File: config.mk
export PLATFORM = sky130hd
export DESIGN_NAME = i2c_master_bit_engine_flat
export DESIGN_NICKNAME = d
export VERILOG_FILES = /design/src/design/i2cm_pkg.sv /design/src/design/i2cm_if.sv /design/src/design/i2cm_queue.sv /design/src/design/i2cm_front.sv /design/src/design/i2cm_back.sv /design/src/design/i2c_master_bit_engine.sv /design/src/flat_wrapper.sv
export SDC_FILE = /design/constraint.sdc
export NUM_CORES = 1
export LEC_CHECK = 0
export BUFFER_PORTS_ARGS = -buffer_cell sky130_fd_sc_hd__buf_2
export CAP_MARGIN = 20
export CORE_UTILIZATION = 64
export DETAILED_ROUTE_END_ITERATION = 16
export PLACE_DENSITY_LB_ADDON = 0.08
export REMOVE_ABC_BUFFERS = 1
export SLEW_MARGIN = 15
export SYNTH_ARGS = -nofsm -noshare
export SYNTH_HDL_FRONTEND = slang
export SYNTH_SLANG_ARGS = --single-unit
File: constraint.sdc
create_clock -name clock -period 6.7 [get_ports clock]
set_input_delay 0 -clock clock [delete_from_list [all_inputs] [get_ports clock]]
set_output_delay 0 -clock clock [all_outputs]
set_load 0.1 [all_outputs]
File: src/design/i2cm_pkg.sv
`timescale 1ns / 1ps
// ----------------------------------------------------------------------------
// i2cm_pkg
// shared types, command codes and sequence lengths of the i2c bit engine
// ----------------------------------------------------------------------------
package i2cm_pkg;

   localparam logic [2:0] FUNC_START = 3'd0;
   localparam logic [2:0] FUNC_STOP  = 3'd1;
   localparam logic [2:0] FUNC_ACK   = 3'd2;
   localparam logic [2:0] FUNC_NACK  = 3'd3;
   localparam logic [2:0] FUNC_WAIT  = 3'd4;
   localparam logic [2:0] FUNC_SEND  = 3'd5;
   localparam logic [2:0] FUNC_READ  = 3'd6;
   localparam logic [2:0] FUNC_NONE  = 3'd7;

   localparam int QUEUE_DEPTH = 2;

   typedef struct packed {
      logic       cmd_start;
      logic [2:0] func;
      logic [7:0] tx_byte;
      logic       sda_in;
   } entry_type;

   typedef struct packed {
      logic       scl_level;
      logic       sda_level;
      logic       busy_res;
      logic       done_res;
      logic [7:0] rx_data;
      logic       ack_seen;
   } rsp_type;

   // index of the last tick of each command sequence
   function automatic logic [4:0] seq_last(input logic [2:0] f);
      logic [4:0] r;
      case (f)
         FUNC_START: r = 5'd1;
         FUNC_STOP:  r = 5'd1;
         FUNC_ACK:   r = 5'd4;
         FUNC_NACK:  r = 5'd2;
         FUNC_WAIT:  r = 5'd2;
         FUNC_SEND:  r = 5'd31;
         FUNC_READ:  r = 5'd23;
         default:    r = 5'd0;
      endcase
      return r;
   endfunction

endpackage

File: src/design/i2cm_if.sv
`timescale 1ns / 1ps
// ----------------------------------------------------------------------------
// i2cm interfaces
// valid/ready channels for tick words and result words
// ----------------------------------------------------------------------------
interface i2cm_req_if;
   logic       valid;
   logic       ready;
   logic       cmd_valid;
   logic [2:0] func;
   logic [7:0] tx_byte;
   logic       sda_in;

   modport source (output valid, cmd_valid, func, tx_byte, sda_in, input ready);
   modport sink   (input valid, cmd_valid, func, tx_byte, sda_in, output ready);
endinterface

interface i2cm_rsp_if;
   logic       valid;
   logic       ready;
   logic       scl_level;
   logic       sda_level;
   logic       busy_res;
   logic       done_res;
   logic [7:0] rx_data;
   logic       ack_seen;

   modport source (output valid, scl_level, sda_level, busy_res, done_res, rx_data,
                   ack_seen, input ready);
   modport sink   (input valid, scl_level, sda_level, busy_res, done_res, rx_data,
                   ack_seen, output ready);
endinterface

File: src/design/i2cm_queue.sv
`timescale 1ns / 1ps
// ----------------------------------------------------------------------------
// i2cm_queue
// short register queue between the tick classifier and the sequencer
// ----------------------------------------------------------------------------
module i2cm_queue import i2cm_pkg::*; (
   input  logic      clock,
   input  logic      reset,
   input  logic      push,
   input  entry_type push_entry,
   output logic      full,
   input  logic      pop,
   output logic      pop_valid,
   output entry_type pop_entry
);

   localparam int PtrW = (QUEUE_DEPTH > 1) ? $clog2(QUEUE_DEPTH) : 1;
   localparam int CntW = $clog2(QUEUE_DEPTH + 1);
   localparam logic [PtrW-1:0] PtrLast = PtrW'(QUEUE_DEPTH - 1);
   localparam logic [CntW-1:0] CntFull = CntW'(QUEUE_DEPTH);

   entry_type       slot_ff [QUEUE_DEPTH];
   logic [PtrW-1:0] wr_ptr_ff, wr_ptr_in;
   logic [PtrW-1:0] rd_ptr_ff, rd_ptr_in;
   logic [CntW-1:0] count_ff, count_in;
   logic            do_push, do_pop;

   assign full      = (count_ff == CntFull);
   assign pop_valid = (count_ff != '0);
   assign pop_entry = slot_ff[rd_ptr_ff];
   assign do_push   = push && !full;
   assign do_pop    = pop && pop_valid;

   always_comb begin
      wr_ptr_in = wr_ptr_ff;
      rd_ptr_in = rd_ptr_ff;
      count_in  = count_ff;
      if (do_push) begin
         wr_ptr_in = (wr_ptr_ff == PtrLast) ? '0 : wr_ptr_ff + 1'b1;
      end
      if (do_pop) begin
         rd_ptr_in = (rd_ptr_ff == PtrLast) ? '0 : rd_ptr_ff + 1'b1;
      end
      if (do_push && !do_pop) begin
         count_in = count_ff + 1'b1;
      end else if (do_pop && !do_push) begin
         count_in = count_ff - 1'b1;
      end
   end

   always_ff @(posedge clock) begin
      if (reset) begin
         wr_ptr_ff <= '0;
         rd_ptr_ff <= '0;
         count_ff  <= '0;
      end else begin
         wr_ptr_ff <= wr_ptr_in;
         rd_ptr_ff <= rd_ptr_in;
         count_ff  <= count_in;
      end
   end

   always_ff @(posedge clock) begin
      if (do_push) begin
         slot_ff[wr_ptr_ff] <= push_entry;
      end
   end

endmodule

File: src/design/i2cm_front.sv
`timescale 1ns / 1ps
// ----------------------------------------------------------------------------
// i2cm_front
// takes tick words and marks the ones that carry a usable command
// ----------------------------------------------------------------------------
module i2cm_front import i2cm_pkg::*; (
   i2cm_req_if.sink  req,
   input  logic      q_full,
   output logic      q_push,
   output entry_type q_entry
);

   assign req.ready = !q_full;
   assign q_push    = req.valid && !q_full;

   always_comb begin
      q_entry.cmd_start = req.cmd_valid && (req.func != FUNC_NONE);
      q_entry.func      = req.func;
      q_entry.tx_byte   = req.tx_byte;
      q_entry.sda_in    = req.sda_in;
   end

endmodule

File: src/design/i2cm_back.sv
`timescale 1ns / 1ps
// ----------------------------------------------------------------------------
// i2cm_back
// command sequencer: drives scl/sda per tick and holds the result register
// ----------------------------------------------------------------------------
module i2cm_back import i2cm_pkg::*; (
   input  logic       clock,
   input  logic       reset,
   input  logic       q_valid,
   input  entry_type  q_entry,
   output logic       q_pop,
   i2cm_rsp_if.source rsp
);

   logic       running_ff, running_in;
   logic [2:0] active_ff, active_in;
   logic [4:0] phase_ff, phase_in;
   logic [1:0] sub_ff, sub_in;
   logic [7:0] shift_ff, shift_in;
   logic       scl_ff, scl_in;
   logic       sda_ff, sda_in;
   logic       ack_ff, ack_in;
   logic [7:0] rx_ff, rx_in;
   logic       out_valid_ff;
   rsp_type    out_ff, out_in;

   logic       advance;
   logic       start;
   logic       run;
   logic       done;
   logic [2:0] cmd;
   logic [4:0] p;
   logic [1:0] sub;
   logic [7:0] shift_cur;

   assign advance = q_valid && (!out_valid_ff || rsp.ready);
   assign q_pop   = advance;

   always_comb begin
      start     = q_entry.cmd_start && !running_ff;
      run       = start || running_ff;
      cmd       = start ? q_entry.func : active_ff;
      p         = start ? 5'd0 : phase_ff;
      sub       = start ? 2'd0 : sub_ff;
      shift_cur = shift_ff;
      if (start && (q_entry.func == FUNC_SEND)) begin
         shift_cur = q_entry.tx_byte;
      end else if (start && (q_entry.func == FUNC_READ)) begin
         shift_cur = 8'h00;
      end

      running_in = running_ff;
      active_in  = cmd;
      phase_in   = phase_ff;
      sub_in     = sub_ff;
      shift_in   = shift_cur;
      scl_in     = scl_ff;
      sda_in     = sda_ff;
      ack_in     = ack_ff;
      rx_in      = rx_ff;
      done       = 1'b0;

      if (run) begin
         unique case (cmd)
            FUNC_START: begin
               scl_in = 1'b1;
               sda_in = (p == 5'd0);
            end
            FUNC_STOP: begin
               scl_in = 1'b1;
               sda_in = (p != 5'd0);
            end
            FUNC_ACK: begin
               scl_in = (p == 5'd2);
               sda_in = (p == 5'd0) || (p >= 5'd4);
            end
            FUNC_NACK: begin
               scl_in = (p == 5'd1);
               sda_in = 1'b1;
            end
            FUNC_WAIT: begin
               scl_in = (p == 5'd1);
               sda_in = 1'b1;
               if (p == 5'd1) begin
                  ack_in = q_entry.sda_in;
               end
            end
            FUNC_SEND: begin
               if (p[1:0] == 2'd0) begin
                  scl_in = 1'b0;
                  sda_in = 1'b0;
               end else begin
                  scl_in = (p[1:0] == 2'd2);
                  sda_in = shift_cur[7];
                  if (p[1:0] == 2'd3) begin
                     shift_in = {shift_cur[6:0], 1'b0};
                  end
               end
            end
            FUNC_READ: begin
               scl_in = (sub == 2'd1);
               if (sub == 2'd1) begin
                  shift_in = {shift_cur[6:0], q_entry.sda_in};
               end
            end
            default: begin
            end
         endcase

         done = (p >= seq_last(cmd));
         if (done) begin
            running_in = 1'b0;
            phase_in   = 5'd0;
            sub_in     = 2'd0;
            if (cmd == FUNC_READ) begin
               rx_in = shift_in;
            end
         end else begin
            running_in = 1'b1;
            phase_in   = p + 5'd1;
            sub_in     = (sub == 2'd2) ? 2'd0 : sub + 2'd1;
         end
      end

      out_in.scl_level = scl_in;
      out_in.sda_level = sda_in;
      out_in.busy_res  = run;
      out_in.done_res  = done;
      out_in.rx_data   = rx_in;
      out_in.ack_seen  = ack_in;
   end

   always_ff @(posedge clock) begin
      if (reset) begin
         running_ff   <= 1'b0;
         active_ff    <= FUNC_START;
         phase_ff     <= 5'd0;
         sub_ff       <= 2'd0;
         shift_ff     <= 8'h00;
         scl_ff       <= 1'b1;
         sda_ff       <= 1'b1;
         ack_ff       <= 1'b0;
         rx_ff        <= 8'h00;
         out_valid_ff <= 1'b0;
      end else begin
         if (advance) begin
            running_ff <= running_in;
            active_ff  <= active_in;
            phase_ff   <= phase_in;
            sub_ff     <= sub_in;
            shift_ff   <= shift_in;
            scl_ff     <= scl_in;
            sda_ff     <= sda_in;
            ack_ff     <= ack_in;
            rx_ff      <= rx_in;
            out_valid_ff <= 1'b1;
         end else if (rsp.ready) begin
            out_valid_ff <= 1'b0;
         end
      end
   end

   always_ff @(posedge clock) begin
      if (advance) begin
         out_ff <= out_in;
      end
   end

   assign rsp.valid     = out_valid_ff;
   assign rsp.scl_level = out_ff.scl_level;
   assign rsp.sda_level = out_ff.sda_level;
   assign rsp.busy_res  = out_ff.busy_res;
   assign rsp.done_res  = out_ff.done_res;
   assign rsp.rx_data   = out_ff.rx_data;
   assign rsp.ack_seen  = out_ff.ack_seen;

endmodule

File: src/design/i2c_master_bit_engine.sv
`timescale 1ns / 1ps
// ----------------------------------------------------------------------------
// i2c_master_bit_engine
// bit level of an i2c master: one tick word in, one line-level word out
//
//   channel   dir  word
//   req_chan  in   cmd_valid, func, tx_byte, sda_in
//   rsp_chan  out  scl_level, sda_level, busy_res, done_res, rx_data, ack_seen
//
// one word per clock sustained while rsp_chan is ready; a result passes the
// queue slot and then the result register before it is offered
// synchronous reset releases both lines high and leaves the sequencer idle
// a two-word queue parts the classifier from the sequencer; a waiting result
// holds the sequencer, which takes the next tick in the cycle the result leaves
// ----------------------------------------------------------------------------
module i2c_master_bit_engine import i2cm_pkg::*; (
   input  logic       clock,
   input  logic       reset,
   i2cm_req_if.sink   req_chan,
   i2cm_rsp_if.source rsp_chan
);

   logic      q_full;
   logic      q_push;
   entry_type q_push_entry;
   logic      q_pop;
   logic      q_valid;
   entry_type q_pop_entry;

   i2cm_front u_front (
      .req     (req_chan),
      .q_full  (q_full),
      .q_push  (q_push),
      .q_entry (q_push_entry)
   );

   i2cm_queue u_queue (
      .clock      (clock),
      .reset      (reset),
      .push       (q_push),
      .push_entry (q_push_entry),
      .full       (q_full),
      .pop        (q_pop),
      .pop_valid  (q_valid),
      .pop_entry  (q_pop_entry)
   );

   i2cm_back u_back (
      .clock   (clock),
      .reset   (reset),
      .q_valid (q_valid),
      .q_entry (q_pop_entry),
      .q_pop   (q_pop),
      .rsp     (rsp_chan)
   );

endmodule
File: src/flat_wrapper.sv
// flat-port wrapper written by rule: the top's interface ports become plain ports
module i2c_master_bit_engine_flat import i2cm_pkg::*;
  (clock, reset, req_chan_valid, req_chan_cmd_valid, req_chan_func, req_chan_tx_byte, req_chan_sda_in, req_chan_ready, rsp_chan_valid, rsp_chan_scl_level, rsp_chan_sda_level, rsp_chan_busy_res, rsp_chan_done_res, rsp_chan_rx_data, rsp_chan_ack_seen, rsp_chan_ready);
  i2cm_req_if req_chan_i ();
  i2cm_rsp_if rsp_chan_i ();
  input  logic clock;
  input  logic reset;
  input wire logic [$bits(req_chan_i.valid)-1:0] req_chan_valid;
  input wire logic [$bits(req_chan_i.cmd_valid)-1:0] req_chan_cmd_valid;
  input wire logic [$bits(req_chan_i.func)-1:0] req_chan_func;
  input wire logic [$bits(req_chan_i.tx_byte)-1:0] req_chan_tx_byte;
  input wire logic [$bits(req_chan_i.sda_in)-1:0] req_chan_sda_in;
  output wire logic [$bits(req_chan_i.ready)-1:0] req_chan_ready;
  output wire logic [$bits(rsp_chan_i.valid)-1:0] rsp_chan_valid;
  output wire logic [$bits(rsp_chan_i.scl_level)-1:0] rsp_chan_scl_level;
  output wire logic [$bits(rsp_chan_i.sda_level)-1:0] rsp_chan_sda_level;
  output wire logic [$bits(rsp_chan_i.busy_res)-1:0] rsp_chan_busy_res;
  output wire logic [$bits(rsp_chan_i.done_res)-1:0] rsp_chan_done_res;
  output wire logic [$bits(rsp_chan_i.rx_data)-1:0] rsp_chan_rx_data;
  output wire logic [$bits(rsp_chan_i.ack_seen)-1:0] rsp_chan_ack_seen;
  input wire logic [$bits(rsp_chan_i.ready)-1:0] rsp_chan_ready;
  assign req_chan_i.valid = req_chan_valid;
  assign req_chan_i.cmd_valid = req_chan_cmd_valid;
  assign req_chan_i.func = req_chan_func;
  assign req_chan_i.tx_byte = req_chan_tx_byte;
  assign req_chan_i.sda_in = req_chan_sda_in;
  assign req_chan_ready = req_chan_i.ready;
  assign rsp_chan_valid = rsp_chan_i.valid;
  assign rsp_chan_scl_level = rsp_chan_i.scl_level;
  assign rsp_chan_sda_level = rsp_chan_i.sda_level;
  assign rsp_chan_busy_res = rsp_chan_i.busy_res;
  assign rsp_chan_done_res = rsp_chan_i.done_res;
  assign rsp_chan_rx_data = rsp_chan_i.rx_data;
  assign rsp_chan_ack_seen = rsp_chan_i.ack_seen;
  assign rsp_chan_i.ready = rsp_chan_ready;
  i2c_master_bit_engine u_core (.clock(clock), .reset(reset), .req_chan(req_chan_i), .rsp_chan(rsp_chan_i));
endmodule
==> metrics.md, run 1 <==
| Metric | Value |
|---|---|
| DR WL/cell | `18.0 um` |
| I/O pins | `32` |
| Full die area | `0.00654 mm2` |
| First-pass GRT wire length | `14300 um` |
| WP data arrival | `4.05 ns` |
| Cells after Synth | `379` |
| Startpoint Class | `flop` |
| Starting DRT DRC Count | `235` |
| Max Transition Viols Final | `0` |
| Area Overhead vs Synth | `13.1%` |
| Reg2Reg Setup Slack | `2.75 ns` |
| Initial Utilization | `66.9%` |
| Die width | `80.9 um` |
| FF-to-FF path depth | `12` |
| H-tree depth | `3` |
| Routability congestion estimate | `0.943` |
| Max_cap viols | `0` |
| Vias post-DR | `3201` |
| Reg2reg end | `u_core.u_back.rsp.rx_data[5]` |
| Hpwl dp | `6160 um` |
| Min-delay worst type | `in -> reg` |
| Resize count post-CTS | `0` |
| Actual slew at the worst max-slew pin | `0.805 ns` |
| YS warnings | `0` |
| WP data required | `6.81 ns` |
| Hold Path Sink | `u_core.u_queue.wr_ptr_ff` |
| Hold depth | `4` |
| Clock skew | `0.0140 ns` |
| Clock latency on the worst-skew pair | `0.35 ns` |
| Peak supply drop | `0.000370 V` |
| Clk root buf | `clkbuf_8` |
| Hold path startpoint | `req_chan_valid` |
| Via density per instance | `6.38` |
| Total negative slack | `0 ns` |
| Largest net degree at the start of global routing | `34` |
| Port Buffers | `31` |
| Maximum clock insertion buffer count | `2` |
| EDFF count, synth | `39` |
| ANT nets after route | `0` |
| Netlist cell types | `66` |
| Ys flop type | `edfxtp_1` |
| Setup CP Type | `reg -> reg` |
| Final hold vios | `0` |
| Total global routing overflow | `0` |
| Row count | `28` |
| Fillcell total | `417` |
| RSZ-0062 raised after global routing | `no` |
| Post-route DRC | `0` |
| Vias in the first global route | `2894` |
| Finished Layout Cells | `502` |
| Die Y | `80.9 um` |
| Max Fclk | `0.253 GHz` |
| Syn Area/Cell | `10.5 um2` |
| Worst setup EP type | `flop` |
| Crit Path Max Fanout | `20` |
| Setup bufs post-CTS | `0` |
| Synth Cell Area | `0.00398 mm2` |
| PwrDens | `477 mW/mm2` |
| Synth async-reset ratio | `0%` |
| Total inserted antenna cells | `0` |
| # setup viols final | `0` |
| Gr usage total | `29.1%` |
| Pre-Repair DR Iteration Count | `5` |
| Status | `finished, final reports clean` |
| Core ar. | `0.00596 mm2` |
| Fraction of layout cells with a size suffix above 1 | `19.4%` |
| Hold Buf Count CTS | `14` |
| Nets | `449` |
| Placed cells | `470` |
| CTS tree | `built` |
| Clock Sinks | `75` |
| Post-route minimum period | `3.95 ns` |
| Initial antenna violation count | `0` |
| Seq/Total Area, Yosys | `47.5%` |
| Leakage power | `1.66 nW` |
| Total CTS buffers | `9` |
| Rel. slew slack | `45.9%` |
| Synthesized flop and latch total | `75` |
| Detailed-route wire length | `9040 um` |
| Clock-pin slew on the worst setup and hold paths | `0.09 ns` |
| Final period utilization | `58.9%` |
[per-stage QoR]
step	total power [mW]	hold WS, ns	utilization [%]	setup WS (ns)	instance area (um2)
final	2.15	0.0721	75.7	2.75	4510
after global routing	2.26	0.0870	75.7	2.50	4510
after CTS	2.11	0.0586	75.1	2.42	4470
after detailed placement	1.79	0.192	69.6	2.43	4150
after global placement	1.78	0.187	69.6	2.53	4150
after floorplan	1.54	0.0646	-	2.85	3880
[synthesized netlist by cell type, types with 7 or more instances]
library cell / count / area [um2]
a21oi_1: 22 / 110
a22o_1: 8 / 70.1
a22oi_1: 10 / 75.1
a2bb2oi_1: 8 / 70.1
a31oi_1: 7 / 43.8
clkbuf_1: 8 / 30.0
dfxtp_1: 36 / 721
edfxtp_1: 39 / 1170
ha_1: 10 / 125
inv_1: 12 / 45.0
mux2_2: 10 / 113
mux2i_1: 11 / 110
nand2_1: 28 / 105
nand3_1: 13 / 65.1
nor2_1: 25 / 93.8
nor3_1: 7 / 35.0
o21ai_0: 8 / 40.0
o22ai_1: 8 / 50.1
o31ai_1: 8 / 60.1
[worst max-delay path by stage]
stage	endpoint	slack, ns	cells after the start
global route	u_core.u_back.rsp.rx_data[5]	2.50	12
CTS	u_core.u_back.rsp.rx_data[5]	2.42	11
global placement	u_core.u_back.rsp.rx_data[4]	2.53	11
finish	u_core.u_back.rsp.rx_data[5]	2.75	12
floorplan	u_core.u_back.rsp.rx_data[1]	2.85	10
detailed placement	u_core.u_back.rsp.rx_data[5]	2.43	11
[cell families (layout without fill, tap and decap cells)]
| logic type | Yosys count | after routing | synth area share (%) |
|---|---|---|---|
| AND/OR/NAND/NOR | 110 | 110 | 14.4 |
| XOR/XNOR | 11 | 11 | 2.42 |
| flip-flops | 75 | 75 | 47.5 |
| adder cells (fa/ha/maj) | 10 | 10 | 3.14 |
| AO/OA/AOI/OAI | 118 | 118 | 21.5 |
| buffers and inverters | 30 | 78 | 3.83 |
| multiplexers | 25 | 25 | 7.29 |
[where the power goes]
| group | leakage [nW] | switching, mW | total, mW | internal (mW) |
|---|---|---|---|---|
| registers | 0.662 | 0.0845 | 0.688 | 0.603 |
| clock network | 0.0925 | 0.183 | 0.323 | 0.141 |
| logic | 0.907 | 0.791 | 1.14 | 0.345 |
[worst max-delay path, cell delays in order, from the launching register on]
cell and delay (ns):
dfxtp_1 0.56, buf_16 0.21, and4bb_2 0.30, nor2_2 0.34, o21ai_1 0.21, o31a_1 0.34
ha_1 0.29, nand2_1 0.05, o21ai_0 0.15, a31oi_1 0.11, buf_4 0.19, nor3_2 0.52
mux2_2 0.41
[cell type report]
| type | instances | area [um2] | share of cell area [%] |
|---|---|---|---|
| multi-input combinational | 274 | 1940 | 43.0 |
| sequential | 75 | 1890 | 42.0 |
| timing repair buffer | 50 | 353 | 7.83 |
| clock buffer | 9 | 124 | 2.75 |
| tap | 75 | 93.8 | 2.08 |
| clock inverter | 7 | 58.8 | 1.31 |
| inverter | 12 | 45.0 | 1.00 |
[sequential cells by signal (all words and copies together) (netlist names), 2 cells and up, named ones only]
name / cells
u_core.u_back.active_ff: 3
u_core.u_back.rsp.rx_data: 8
u_core.u_queue.slot_ff: 26
u_core.u_queue.count_ff: 2
u_core.u_back.phase_ff: 5
u_core.u_back.rx_ff: 8
u_core.u_back.shift_ff: 8
u_core.u_back.sub_ff: 2
[per-layer routing]
layer / GRT usage (%) / part of all wire (%) / vias to the layer above
met5: 0 / 0 / -
met4: 12.0 / 1.7 / 0
met3: 5.39 / 5.5 / 16
met2: 45.1 / 47 / 137
met1: 40.1 / 46 / 1514
li1: - / - / 1534
[cells in the final DEF, fill, tap and decap left out, drive strengths merged, types with 3 or more instances in the layout]
cell type	n
nand2	30
mux2	13
a31oi	7
and3	3
buf	36
mux2i	12
xor2	6
o21a	3
o22ai	9
a21o	3
o211ai	3
o31ai	8
ha	10
dfxtp	36
a211oi	4
edfxtp	39
o21ai	13
xnor2	5
nand3	13
nor3	9
or3	3
nor2	28
a22oi	10
inv	16
dlygate4sd3	14
a2bb2oi	8
clkbuf	9
a21oi	22
and2	4
a22o	8
o2bb2ai	6
nand2b	4
No activity file was read; power rests on OpenSTA's default activity.
==> run 2, diff against run 1 <==
--- a/config.mk
+++ b/config.mk
@@ -7,7 +7,7 @@
 export LEC_CHECK = 0
 export BUFFER_PORTS_ARGS = -buffer_cell sky130_fd_sc_hd__buf_2
 export CAP_MARGIN = 20
-export CORE_UTILIZATION = 64
+export CORE_UTILIZATION = 54
 export DETAILED_ROUTE_END_ITERATION = 16
 export PLACE_DENSITY_LB_ADDON = 0.08
 export REMOVE_ABC_BUFFERS = 1
==> constraint.sdc (replaced) <==
create_clock -name clock -period 3.25 [get_ports clock]
set_input_delay 0 -clock clock [delete_from_list [all_inputs] [get_ports clock]]
set_output_delay 0 -clock clock [all_outputs]
set_load 0.1 [all_outputs]
==> metrics.md, run 2 (same netlist as run 1, synthesis figures left out) <==
| Metric | Value |
|---|---|
| Min-delay worst type | `in -> reg` |
| ANT nets after route | `0 (unchanged)` |
| Actual slew at the worst max-slew pin | `1.02 ns (+0.218 ns)` |
| WP data required | `3.36 ns (-3.45 ns)` |
| H-tree depth | `3 (unchanged)` |
| Initial Utilization | `57.4% (-9.5 points)` |
| Crit Path Max Fanout | `9 (-55%)` |
| Die width | `87.9 um (+8.6%)` |
| Commonest non-fill, non-tap cells in the layout | `39 x edfxtp_1, 35 x dfxtp_1, 33 x buf_4` |
| Gr usage total | `27.2% (-1.9 points)` |
| Post-route design area | `0.00486 mm2 (+7.8%)` |
| Max Fclk | `0.324 GHz (+28%)` |
| Clk root buf | `clkbuf_8` |
| Routability congestion estimate | `0.987 (+4.6%)` |
| Starting DRT DRC Count | `208 (-11%)` |
| Met1 Usage GRT | `36.7% (-3.4 points)` |
| CTS tree | `built` |
| # setup viols final | `0 (unchanged)` |
| RSZ-0062 raised after global routing | `no` |
| Clock latency on the worst-skew pair | `0.35 ns (about the same)` |
| Clock skew | `0.0160 ns (+0.00198 ns)` |
| Status | `finished, final reports clean` |
| Largest net degree at the start of global routing | `34 (unchanged)` |
| First-pass GRT wire length | `15800 um (+11%)` |
| Startpoint Class | `flop` |
| Full die area | `0.00772 mm2 (+18%)` |
| Total negative slack | `0 ns (unchanged)` |
| Biggest register | `u_core.u_queue.slot_ff` |
| Rel. slew slack | `31.5% (-14 points)` |
| Post-route DRC | `0 (unchanged)` |
| Nets | `479 (+6.7%)` |
| Via density per instance | `5.85 (-8.3%)` |
| Peak supply drop | `0.000595 V (+61%)` |
| Clock-pin slew on the worst setup and hold paths | `0.09 ns (about the same)` |
| Die Y | `87.9 um (+8.6%)` |
| Vias post-DR | `3233 (+1.0%)` |
| Initial antenna violation count | `0 (unchanged)` |
| Cell Area, Placed | `0.00438 mm2 (+5.7%)` |
| Total global routing overflow | `0 (unchanged)` |
| Max_cap viols | `0 (unchanged)` |
| WP data arrival | `3.20 ns (-0.85 ns)` |
| Fillcell total | `522 (+25%)` |
| Setup CP Type | `reg -> reg` |
| Max FFs per register | `26 (unchanged)` |
| Met3 usage | `4.62% (-0.77 points)` |
| Pre-Repair DR Iteration Count | `4 (-1)` |
| Post-route minimum period | `3.09 ns (-0.856 ns)` |
| PwrDens | `1000 mW/mm2 (+110%)` |
| Max Transition Viols Final | `0 (unchanged)` |
| I/O pins | `32 (unchanged)` |
| Clock Sinks | `75 (unchanged)` |
| Core ar. | `0.00694 mm2 (+17%)` |
| Leakage power | `1.86 nW (+12%)` |
| Area Overhead vs Synth | `21.9%` |
| GR Util met2 | `44.0% (-1.1 points)` |
| Maximum clock insertion buffer count | `2 (unchanged)` |
| Port Buffers | `31 (unchanged)` |
| Total inserted antenna cells | `0 (unchanged)` |
| Total CTS buffers | `9 (unchanged)` |
| Fraction of layout cells with a size suffix above 1 | `26.0% (+6.6 points)` |
| Hpwl dp | `6720 um (+9.2%)` |
| Final period utilization | `95.1% (+36 points)` |
| Final hold vios | `0 (unchanged)` |
| Row count | `30 (+7.1%)` |
| Commonest non-fill, non-tap cell in the layout | `edfxtp_1` |
| Gr busiest metal | `met2` |
| Vias in the first global route | `3162 (+9.3%)` |
| Detailed-route wire length | `9580 um (+6.0%)` |
| DR WL/cell | `17.3 um (-3.7%)` |
| Worst setup EP type | `flop` |
run 2: cell count changes in the layout (fill, tap and decap cells not counted), sizes merged:
cell | before | now
bufinv | 0 | 1
clkbuf | 9 | 11
clkinv | 2 | 0
buf | 36 | 66
clkinvlp | 1 | 0
run 2: critical path, cell delays in order (launching register included):
cell and delay (ns):
edfxtp_1 0.47, mux2_4 0.33, a21oi_1 0.27, nor2_1 0.12
o31a_1 0.29, ha_1 0.29, nand2_1 0.06, o21ai_1 0.14
a31oi_2 0.15, nor3_4 0.23, buf_12 0.15, mux2_2 0.34
run 2: area by class of cell:
type | count | area (um2) | area share, %
Clock inverter | 5 | 70.1 | 1.44
Tap cell | 96 | 120 | 2.47
Multi-Input combinational cell | 274 | 1980 | 40.8
Inverter | 12 | 45.0 | 0.928
Timing Repair Buffer | 80 | 574 | 11.8
Sequential cell | 75 | 1890 | 39.0
Clock buffer | 11 | 174 | 3.58
run 2: per-layer routing:
metal	wire, um	share of wire, %	vias to the layer above
met5	0	0	-
met3	369	3.9	11
met1	4620	48	1531
met4	114	1.2	0
met2	4480	47	97
li1	-	-	1594
run 2: where the power goes:
part	switching [mW]	internal [mW]	leakage, nW
combinational	1.78	0.863	1.07
clock	0.393	0.465	0.125
sequential	0.119	1.25	0.662
run 2: path summary, 6_finish.rpt:
check,start,to,slack [ns],cells after the start
setup / recovery,u_core.u_queue.slot_ff[1][12],u_core.u_back.rsp.rx_data[7],0.16,11
hold / removal,req_chan_valid,u_core.u_queue.wr_ptr_ff,0.03,4
setup reg to reg,u_core.u_queue.slot_ff[1][12],u_core.u_back.rsp.rx_data[7],0.16,11
hold reg to reg,u_core.u_back.sub_ff[1],u_core.u_back.sub_ff[1],0.46,2
run 2: stage by stage:
| stage | hold WS, ns | utilization, % | power [mW] | worst slack [ns] | instances |
|---|---|---|---|---|---|
| finish | 0.0286 | 69.9 | 4.87 | 0.160 | 553 |
| global route | 0.0513 | 69.9 | 5.14 | 0.00711 | 553 |
| global placement | 0.188 | 63.1 | 3.87 | 0.0196 | 519 |
| CTS | 0.0134 | 68.7 | 4.74 | -0.0241 | 549 |
| detailed placement | 0.191 | 63.1 | 3.87 | -0.00151 | 519 |
| floorplan | 0.0646 | - | 3.17 | -0.600 | 361 |
run 2: timing repair:
item / in CTS / in global routing
setup endpoints to repair: 7 / 17
pin swaps: 0 / 1
hold buffers: 14 / 0
setup buffers: 0 / 4
endpoints found under the hold margin: 27 / 0
resized for setup: 0 / 11
==> run 3, diff against run 2 <==
--- a/config.mk
+++ b/config.mk
@@ -7,9 +7,10 @@
 export LEC_CHECK = 0
 export BUFFER_PORTS_ARGS = -buffer_cell sky130_fd_sc_hd__buf_2
 export CAP_MARGIN = 20
+export CORE_MARGIN = 4
 export CORE_UTILIZATION = 54
 export DETAILED_ROUTE_END_ITERATION = 16
-export PLACE_DENSITY_LB_ADDON = 0.08
+export PLACE_DENSITY_LB_ADDON = 0.12
 export REMOVE_ABC_BUFFERS = 1
 export SLEW_MARGIN = 15
 export SYNTH_ARGS = -nofsm -noshare
==> metrics.md, run 3 (same netlist as run 1, synthesis figures left out) <==
| Metric | Value |
|---|---|
| Clk root buf | `clkbuf_8` |
| Fraction of layout cells with a size suffix above 1 | `26.4% (+0.39 points)` |
| Multi-input gate area | `0.00203 mm2 (+2.5%)` |
| Commonest non-fill, non-tap cell in the layout | `edfxtp_1` |
| Maximum clock insertion buffer count | `2 (unchanged)` |
| WP data required | `3.36 ns (about the same)` |
| Core ar. | `0.00721 mm2 (+3.9%)` |
| Critical path capture point | `u_core.u_back.rsp.rx_data[3]` |
| Row count | `31 (+3.3%)` |
| Total inserted antenna cells | `0 (unchanged)` |
| FF+latch area | `0.00189 mm2 (about the same)` |
| Die Y | `93.9 um (+6.8%)` |
| Pre-CTS setup slack | `-0.0181 ns (-0.0166 ns)` |
| Final hold vios | `0 (unchanged)` |
| Detailed-route wire length | `9670 um (+0.94%)` |
| Post-route worst setup slack | `0.149 ns (-0.0107 ns)` |
| Commonest non-fill, non-tap cells in the layout | `39 x edfxtp_1, 36 x dfxtp_1, 31 x buf_2` |
| Port Buffers | `31 (unchanged)` |
| Startpoint Class | `flop` |
| Leakage power | `1.83 nW (-1.9%)` |
| Total CTS buffers | `9 (unchanged)` |
| PwrDens | `972 mW/mm2 (-3.0%)` |
| Largest net degree at the start of global routing | `34 (unchanged)` |
| Post-route DRC | `0 (unchanged)` |
| Setup CP Type | `reg -> reg` |
| Routability congestion estimate | `0.946 (-4.1%)` |
| Peak supply drop | `0.000581 V (-2.2%)` |
| Clock Sinks | `75 (unchanged)` |
| Full die area | `0.00882 mm2 (+14%)` |
| Max Transition Viols Final | `0 (unchanged)` |
| Status | `finished, final reports clean` |
| Crit Path Max Fanout | `13 (+4)` |
| Max_cap viols | `0 (unchanged)` |
| Actual slew at the worst max-slew pin | `0.692 ns (-0.332 ns)` |
| Reg2reg end | `u_core.u_back.rsp.rx_data[3]` |
| Vias post-DR | `3172 (-1.9%)` |
| RSZ-0062 raised after global routing | `yes` |
| Nets | `476 (-0.63%)` |
| FF-to-FF path depth | `13 (+2)` |
| Worst setup EP type | `flop` |
| WP data arrival | `3.21 ns (about the same)` |
| Fillcell total | `599 (+15%)` |
| Biggest register | `u_core.u_queue.slot_ff` |
| Final period utilization | `95.4% (+0.33 points)` |
| Gr usage total | `23.2% (-4.0 points)` |
| Vias in the first global route | `3107 (-1.7%)` |
| Pre-Repair DR Iteration Count | `4 (unchanged)` |
| # setup viols final | `0 (unchanged)` |
| Total global routing overflow | `0 (unchanged)` |
| Clock-pin slew on the worst setup and hold paths | `0.09 ns (about the same)` |
| Max Fclk | `0.323 GHz (-0.34%)` |
| Hpwl dp | `6840 um (+1.7%)` |
| Clock skew | `0.0128 ns (-0.00317 ns)` |
| Initial antenna violation count | `0 (unchanged)` |
| ANT nets after route | `0 (unchanged)` |
| Reg2Reg Setup Slack | `0.15 ns (about the same)` |
| Clock latency on the worst-skew pair | `0.35 ns (about the same)` |
| Min Hold Slack | `0.0375 ns (+0.00899 ns)` |
| CTS tree | `built` |
| Rel. slew slack | `53.9% (+22 points)` |
| I/O pins | `32 (unchanged)` |
| Max FFs per register | `26 (unchanged)` |
| Min-delay worst type | `in -> reg` |
| Die width | `93.9 um (+6.8%)` |
| H-tree depth | `3 (unchanged)` |
| First-pass GRT wire length | `15800 um (-0.22%)` |
| Initial Utilization | `55.2% (-2.1 points)` |
| Via density per instance | `5.74 (-1.9%)` |
| Area Overhead vs Synth | `21.7%` |
| DR WL/cell | `17.5 um (+0.94%)` |
| Post-route minimum period | `3.10 ns (+0.0107 ns)` |
| Starting DRT DRC Count | `169 (-19%)` |
| Overall power | `4.71 mW (-3.1%)` |
| Hold depth | `4 (unchanged)` |
run 3: cell types whose count changed in the layout (fill, tap and decap cells not counted), sizes merged:
cell      delta
clkinv       +3
clkinvlp     +1
buf          -3
clkbuf       -1
bufinv       -1
inv          -2
run 3: metal layers:
layer / track usage, % / wire length, um
met1: 32.2 / 4590
met2: 36.3 / 4480
met3: 3.61 / 481
met4: 9.39 / 114
met5: 0 / 0
run 3: worst min-delay path by stage:
stage	from	endpoint
floorplan	reset	u_core.u_back.rx_ff[0]
global placement	req_chan_tx_byte[3]	u_core.u_queue.slot_ff[1][4]
detailed placement	req_chan_tx_byte[4]	u_core.u_queue.slot_ff[0][5]
CTS	req_chan_valid	u_core.u_queue.wr_ptr_ff
global route	req_chan_valid	u_core.u_queue.wr_ptr_ff
finish	req_chan_valid	u_core.u_queue.wr_ptr_ff
run 3: what timing repair did:
| action | CTS | global route |
|---|---|---|
| endpoints found under the hold margin | 27 | 0 |
| setup endpoints to repair | 7 | 23 |
| hold buffers | 14 | 0 |
| setup buffers | 0 | 2 |
| resized for setup | 0 | 18 |
| pin swaps | 0 | 2 |
run 3: where the power goes:
group | switching [mW] | internal [mW] | leakage (nW)
Combinational | 1.79 | 0.868 | 1.07
Sequential | 0.135 | 1.24 | 0.662
Clock | 0.369 | 0.305 | 0.0933
run 3: worst max-delay path, stage by stage (launching register included):
cell     delay [ns]
dfxtp_1        0.37
buf_12         0.15
mux2_4         0.31
buf_4          0.15
nand2_2        0.16
o31a_1         0.29
nand2_1        0.10
ha_1           0.28
nand2_1        0.04
o21ai_1        0.15
a31oi_2        0.14
nor3_4         0.23
buf_12         0.15
mux2_2         0.33
run 3: area by class of cell:
cell class / instances / share of cell area [%]
multi-input cells: 274 / 41.9
flip-flops and latches: 75 / 39.0
repair buffers: 77 / 11.8
clock buffers: 10 / 2.84
well taps: 99 / 2.55
clock inverters: 6 / 0.981
inverters: 12 / 0.929
run 3: through the flow:
stage | util, % | cells | cell area [um2] | setup TNS (ns)
finish | 67.2 | 553 | 4850 | 0
global route | 67.2 | 553 | 4850 | -0.0154
CTS | 65.5 | 550 | 4720 | -0.143
detailed placement | 61.0 | 520 | 4400 | -0.0299
global placement | 61.0 | 520 | 4400 | 0
floorplan | - | 361 | 3880 | -10.52
